$ cat config.mk
export PLATFORM = sky130hd
export DESIGN_NAME = dppm_ctrl
export DESIGN_NICKNAME = d
export VERILOG_FILES = /design/src/rtl/core/dppm_pkg.sv /design/src/rtl/core/dppm_ctrl.sv
export SDC_FILE = /design/constraint.sdc
export NUM_CORES = 1
export LEC_CHECK = 0
export BUFFER_PORTS_ARGS = -buffer_cell sky130_fd_sc_hd__buf_2
export CAP_MARGIN = 25
export CORE_AREA = 2 2 39 41
export CTS_CLUSTER_SIZE = 40
export DETAILED_ROUTE_END_ITERATION = 12
export DIE_AREA = 0 0 41 43
export SYNTH_ARGS = -nofsm -noshare
export SYNTH_HDL_FRONTEND = slang
export SYNTH_SLANG_ARGS = --single-unit
export TNS_END_PERCENT = 1
$ cat constraint.sdc
create_clock -name clk -period 1.45 [get_ports clk]
set_clock_uncertainty 0.2 [all_clocks]
set_input_delay 0.29 -clock clk [delete_from_list [all_inputs] [get_ports clk]]
set_output_delay 0.29 -clock clk [all_outputs]
set_load 0.1 [all_outputs]
$ cat src/rtl/core/dppm_pkg.sv
// ----------------------------------------------------------------------------
// dppm_pkg
// Shared constants, codes, control structures and helpers for the dial-plan
// prefix matcher.
// ----------------------------------------------------------------------------
package dppm_pkg;

  // Default sizing of the trie.
  localparam int NODE_COUNT_DEF    = 256;
  localparam int PREFIX_DIGITS_DEF = 10;

  // Digit code layout of one item.
  localparam int CODE_W         = 4;
  localparam int CODE_SLOTS     = 11;
  localparam int CODES_W        = CODE_SLOTS * CODE_W;
  localparam int LINKS_PER_NODE = 12;
  localparam int LEN_W          = 8;
  localparam int COUNT_W        = 8;
  localparam int NODES_W        = 9;

  localparam logic [CODE_W-1:0] DIGIT_MAX = 4'd9;
  localparam logic [CODE_W-1:0] CODE_HASH = 4'd11;
  localparam logic [CODE_W-1:0] CODE_NONE = 4'd15;

  // Commands carried in the input tuser.
  localparam logic [1:0] CMD_CLEAR  = 2'd0;
  localparam logic [1:0] CMD_INSERT = 2'd1;
  localparam logic [1:0] CMD_LOOKUP = 2'd2;

  // Result status codes carried in the output tuser.
  localparam logic [2:0] ST_MORE     = 3'd0;
  localparam logic [2:0] ST_COMPLETE = 3'd1;
  localparam logic [2:0] ST_VALID    = 3'd2;
  localparam logic [2:0] ST_WRONG    = 3'd3;
  localparam logic [2:0] ST_STORED   = 3'd4;
  localparam logic [2:0] ST_FULL     = 3'd5;

  // Commands from the controller to the datapath.
  typedef struct packed {
    logic load;      // capture the accepted item and read the root row
    logic step;      // evaluate one trie level
    logic clr_step;  // write one zero row of the clearing pass
    logic clr_end;   // close the clearing pass
    logic emit;      // move the finished result into the output register
  } dppm_cmd_t;

  // Status from the datapath to the controller.
  typedef struct packed {
    logic clear_req; // the captured item is a clear
    logic finished;  // the current step produces the result
    logic clr_last;  // the clearing pass is at its last row
    logic out_free;  // the output register can take a result this cycle
  } dppm_sts_t;

  // Digit code at a position; positions past the last slot read as none.
  function automatic logic [CODE_W-1:0] code_at(input logic [CODES_W-1:0] codes,
                                                input logic [4:0] pos);
    logic [CODE_W-1:0] c;
    if (pos >= 5'(CODE_SLOTS)) begin
      c = CODE_NONE;
    end else begin
      c = codes[CODE_W*pos +: CODE_W];
    end
    return c;
  endfunction

endpackage

$ cat src/rtl/core/dppm_ctrl.sv
// ----------------------------------------------------------------------------
// dppm_ctrl
// Sequencing state machine: clearing pass, item capture, trie walk and
// result hand-off.
// ----------------------------------------------------------------------------
module dppm_ctrl (
  input  logic                clk,
  input  logic                rst_n,
  input  logic                in_tvalid,
  output logic                in_tready,
  input  dppm_pkg::dppm_sts_t sts,
  output dppm_pkg::dppm_cmd_t cmd
);

  localparam logic [1:0] S_CLR  = 2'd0;
  localparam logic [1:0] S_IDLE = 2'd1;
  localparam logic [1:0] S_STEP = 2'd2;
  localparam logic [1:0] S_DONE = 2'd3;

  logic [1:0] state_r, state_nxt;
  logic       reply_r, reply_nxt;

  always_comb begin
    state_nxt = state_r;
    reply_nxt = reply_r;
    cmd       = '0;
    in_tready = 1'b0;
    case (state_r)
      S_IDLE: begin
        in_tready = 1'b1;
        if (in_tvalid) begin
          cmd.load  = 1'b1;
          state_nxt = S_STEP;
        end
      end
      S_STEP: begin
        if (sts.clear_req) begin
          reply_nxt = 1'b1;
          state_nxt = S_CLR;
        end else begin
          cmd.step = 1'b1;
          if (sts.finished) begin
            state_nxt = S_DONE;
          end
        end
      end
      S_CLR: begin
        cmd.clr_step = 1'b1;
        if (sts.clr_last) begin
          cmd.clr_end = 1'b1;
          reply_nxt   = 1'b0;
          state_nxt   = reply_r ? S_DONE : S_IDLE;
        end
      end
      S_DONE: begin
        if (sts.out_free) begin
          cmd.emit  = 1'b1;
          state_nxt = S_IDLE;
        end
      end
      default: begin
        state_nxt = S_IDLE;
      end
    endcase
  end

  // Reset starts a clearing pass that gives no result.
  always_ff @(posedge clk) begin
    if (!rst_n) begin
      state_r <= S_CLR;
      reply_r <= 1'b0;
    end else begin
      state_r <= state_nxt;
      reply_r <= reply_nxt;
    end
  end

endmodule

==> summary.txt <==
Yosys
  • Total standard cell area after synthesis: approximately 260 sq um
  • Number of flops mapped to enable cells by yosys: 0
  • Synth Register Bits: 3
  • Syn Inst Count: 28
  • Area share of the leading cell type in the synthesized netlist: a little under a quarter
  • Primary FF master, synth: sky130_fd_sc_hd__dfxtp_1
  • Synth cell count leaders: sky130_fd_sc_hd__ha_1, sky130_fd_sc_hd__inv_1, sky130_fd_sc_hd__and2_1, sky130_fd_sc_hd__dfxtp_1, sky130_fd_sc_hd__nand2b_1
  • Synthesized area per cell: 9.25 sq um
  • Synth top area cells: sky130_fd_sc_hd__dfxtp_1, sky130_fd_sc_hd__ha_1, sky130_fd_sc_hd__and2_1, sky130_fd_sc_hd__nand2b_1, sky130_fd_sc_hd__a211oi_1
  • Fraction of registers with async set/reset: 0%
  • Post-synthesis cell type count: 15
  • Synthesized netlist net count: 39
  • Library cell with the largest summed area after synthesis: sky130_fd_sc_hd__dfxtp_1
  • Synthesis Warnings: 0
  • Sequential fraction of the synthesis area: 23.2%

GRT
  • Global-route usage over all layers: a little under a tenth
  • Largest net degree at the start of global routing: 5
  • Antenna violations before repair: 0
  • Number of global-route vias before repair: ~290
  • Total global routing overflow: 0
  • Global-route wire length before repair: 1060 um

Final layout
  • Combined area of the multi-input logic cells: 234 sq um
  • Count of placed standard cells in the final layout, fillers left out: 68
  • Net count of the finished layout: 64
  • Fillcell total: approximately 140
  • Layout cells sized above 1: between 70% and 80%
  • Register cell area after layout: 65.1 sq um
  • Number of antenna diodes: 0
  • Final cell utilization of the core: between 40% and 50%
  • Synth-to-layout area growth: 127%

Floorplanning
  • Initial cell density of the core: between 10% and 20%
  • Floorplan die area: 1760 sq um
  • Chip Height: 43 um
  • CORE AREA: roughly 1400 sq um
  • Site Rows: 14
  • Num ports: 13
  • Die width: between 40 and 50 um

CTS
  • Clock insertion delay at the later pin of the skew report: roughly 0.24 ns
  • Number of sinks on the clock net: 3
  • Clock transition at path regs: around 0.040 ns
  • Clock tree from TritonCTS: built
  • Max H-tree Level: 1
  • Maximum count of clock buffers along a single path: 2
  • Clk Tree Root Cell: sky130_fd_sc_hd__clkbuf_4
  • Post-cts hold buffer count: 0
  • Number of buffers created by CTS: 3

STA
  • Number of setup violations in the final report: 8
  • Timing-limited maximum frequency: about 0.6 GHz
  • Setup repair after global routing missed its margin: yes
  • Crit path time final: 1.67 ns
  • Tightest Pin Transition: ~0.25 ns
  • Total count of max-transition violations in the final report: 0
  • Post-route setup slack: -0.221 ns
  • Hold violation total from the final report: 0
  • Max-slew headroom: 83.1%
  • Tcrit/Tclk final: 115%

Drt
  • Remaining antenna violation count: 0
  • Initial DRC count: 0
  • DR DRC count: 0
  • Average wire length per cell after detail routing: between 9 and 10 um
  • Total via count after detailed routing: between 200 and 300
  • Routed Wire Length: about 650 um
  • Number of optimization iterations in the first detailed-route pass: 1
  • Via-per-instance ratio: around 4.2

Worst setup path
  • CP Data Required Time: around 0.96 ns
  • CP Max Fanout: 3
  • Crit. End Element: output pin
  • Critical path type: reg -> out
  • Type of origin of the critical path: flop
  • Data arrival time of the critical path: 1.18 ns

Run
  • Max-cap violation count: 0

Place
  • Number of I/O port buffers: 12
  • Placer's final routability congestion estimate: 0.637
  • Post-place setup slack: -0.0789 ns
  • Detailed Place HPWL: 562 um
  • Number of cells in the design after placement: 62

Worst hold path
  • Min-Delay Path Class: in -> reg

Power
  • Peak supply drop: 0.571 mV
  • Static leakage power: between 0.2 and 0.25 nW
  • Power per cell area: between 2000 and 2500 nW/um^2

Outcome
  • Outcome: finished, violations left
  • Violated checks: negative setup slack
==> sequential cells by signal, indices dropped and copies added (netlist names) <==
| name | cells |
|---|---|
| reply_r | 1 |
| state_r | 2 |
==> metal layers <==
layer	vias to the layer above	global-route usage (%)	routed length, um
met5	-	0	0
met4	0	4.00	0
met3	0	6.28	48
met2	6	14.1	339
met1	131	9.29	264
li1	150	-	-
==> metrics by stage <==
step	instance area (sq um)	power [W]	hold WS, ns	TNS [ns]
floorplan	317	0.000861	0.252	-1.98
global placement	532	0.00121	0.293	-0.114
detailed placement	532	0.00123	0.291	-0.178
CTS	588	0.00144	0.129	-1.39
global route	588	0.00149	0.142	-1.60
finish	588	0.00142	0.137	-1.25
==> power by group <==
group	internal, W	total [W]	switching [W]
Combinational	0.000493	0.00112	0.000622
Sequential	0.000118	0.000154	0.0000356
Clock	0.000104	0.000153	0.0000497
==> path summary, 6_finish.rpt <==
kind / cells past startpoint / slack, ns / endpoint / start
worst min register to register: 2 / 0.30 / reply_r / reply_r
worst max register to register: 6 / -0.08 / state_r[0] / state_r[1]
worst max-delay path: 5 / -0.22 / cmd[3] / state_r[1]
worst min-delay path: 3 / 0.14 / state_r[1] / rst_n
==> area by class of cell <==
cell class,instances,area share (%)
timing repair buffer,20,37.7
multi-input combinational,21,39.8
inverter,4,3.62
clock buffer,4,4.47
sequential,3,11.1
tap,16,3.40
==> what timing repair did <==
action	4_1_cts	5_1_grt
endpoints found under the setup margin	8	8
gates resized for setup	6	0
pin swaps	2	3
endpoints found under the hold margin	0	0
setup buffers	2	0
==> cells by family (layout without fill, tap and decap cells) <==
logic type,after synthesis,in the layout,synth area share (%)
compound gates,8,8,27.5
flops,3,3,23.2
buf+inv,4,28,5.80
fa+ha+maj,4,4,19.3
simple gates,9,9,24.2
==> critical path: stages, from the launching register on <==
cell	delay, ns
sky130_fd_sc_hd__dfxtp_2	0.33
sky130_fd_sc_hd__buf_6	0.12
sky130_fd_sc_hd__ha_4	0.15
sky130_fd_sc_hd__nand2b_4	0.07
sky130_fd_sc_hd__clkinvlp_4	0.10
sky130_fd_sc_hd__buf_12	0.17
==> cells in the final DEF (no fill, tap or decap), types with 3 or more instances in the layout <==
cell type	Yosys	routed
sky130_fd_sc_hd__and2_4	0	3
sky130_fd_sc_hd__nand2b_1	3	3
sky130_fd_sc_hd__buf_12	0	6
sky130_fd_sc_hd__buf_2	0	6
sky130_fd_sc_hd__ha_4	0	3
sky130_fd_sc_hd__buf_4	0	5
sky130_fd_sc_hd__clkbuf_4	0	3
sky130_fd_sc_hd__buf_6	0	3
No activity file was read; power rests on OpenSTA's default activity.
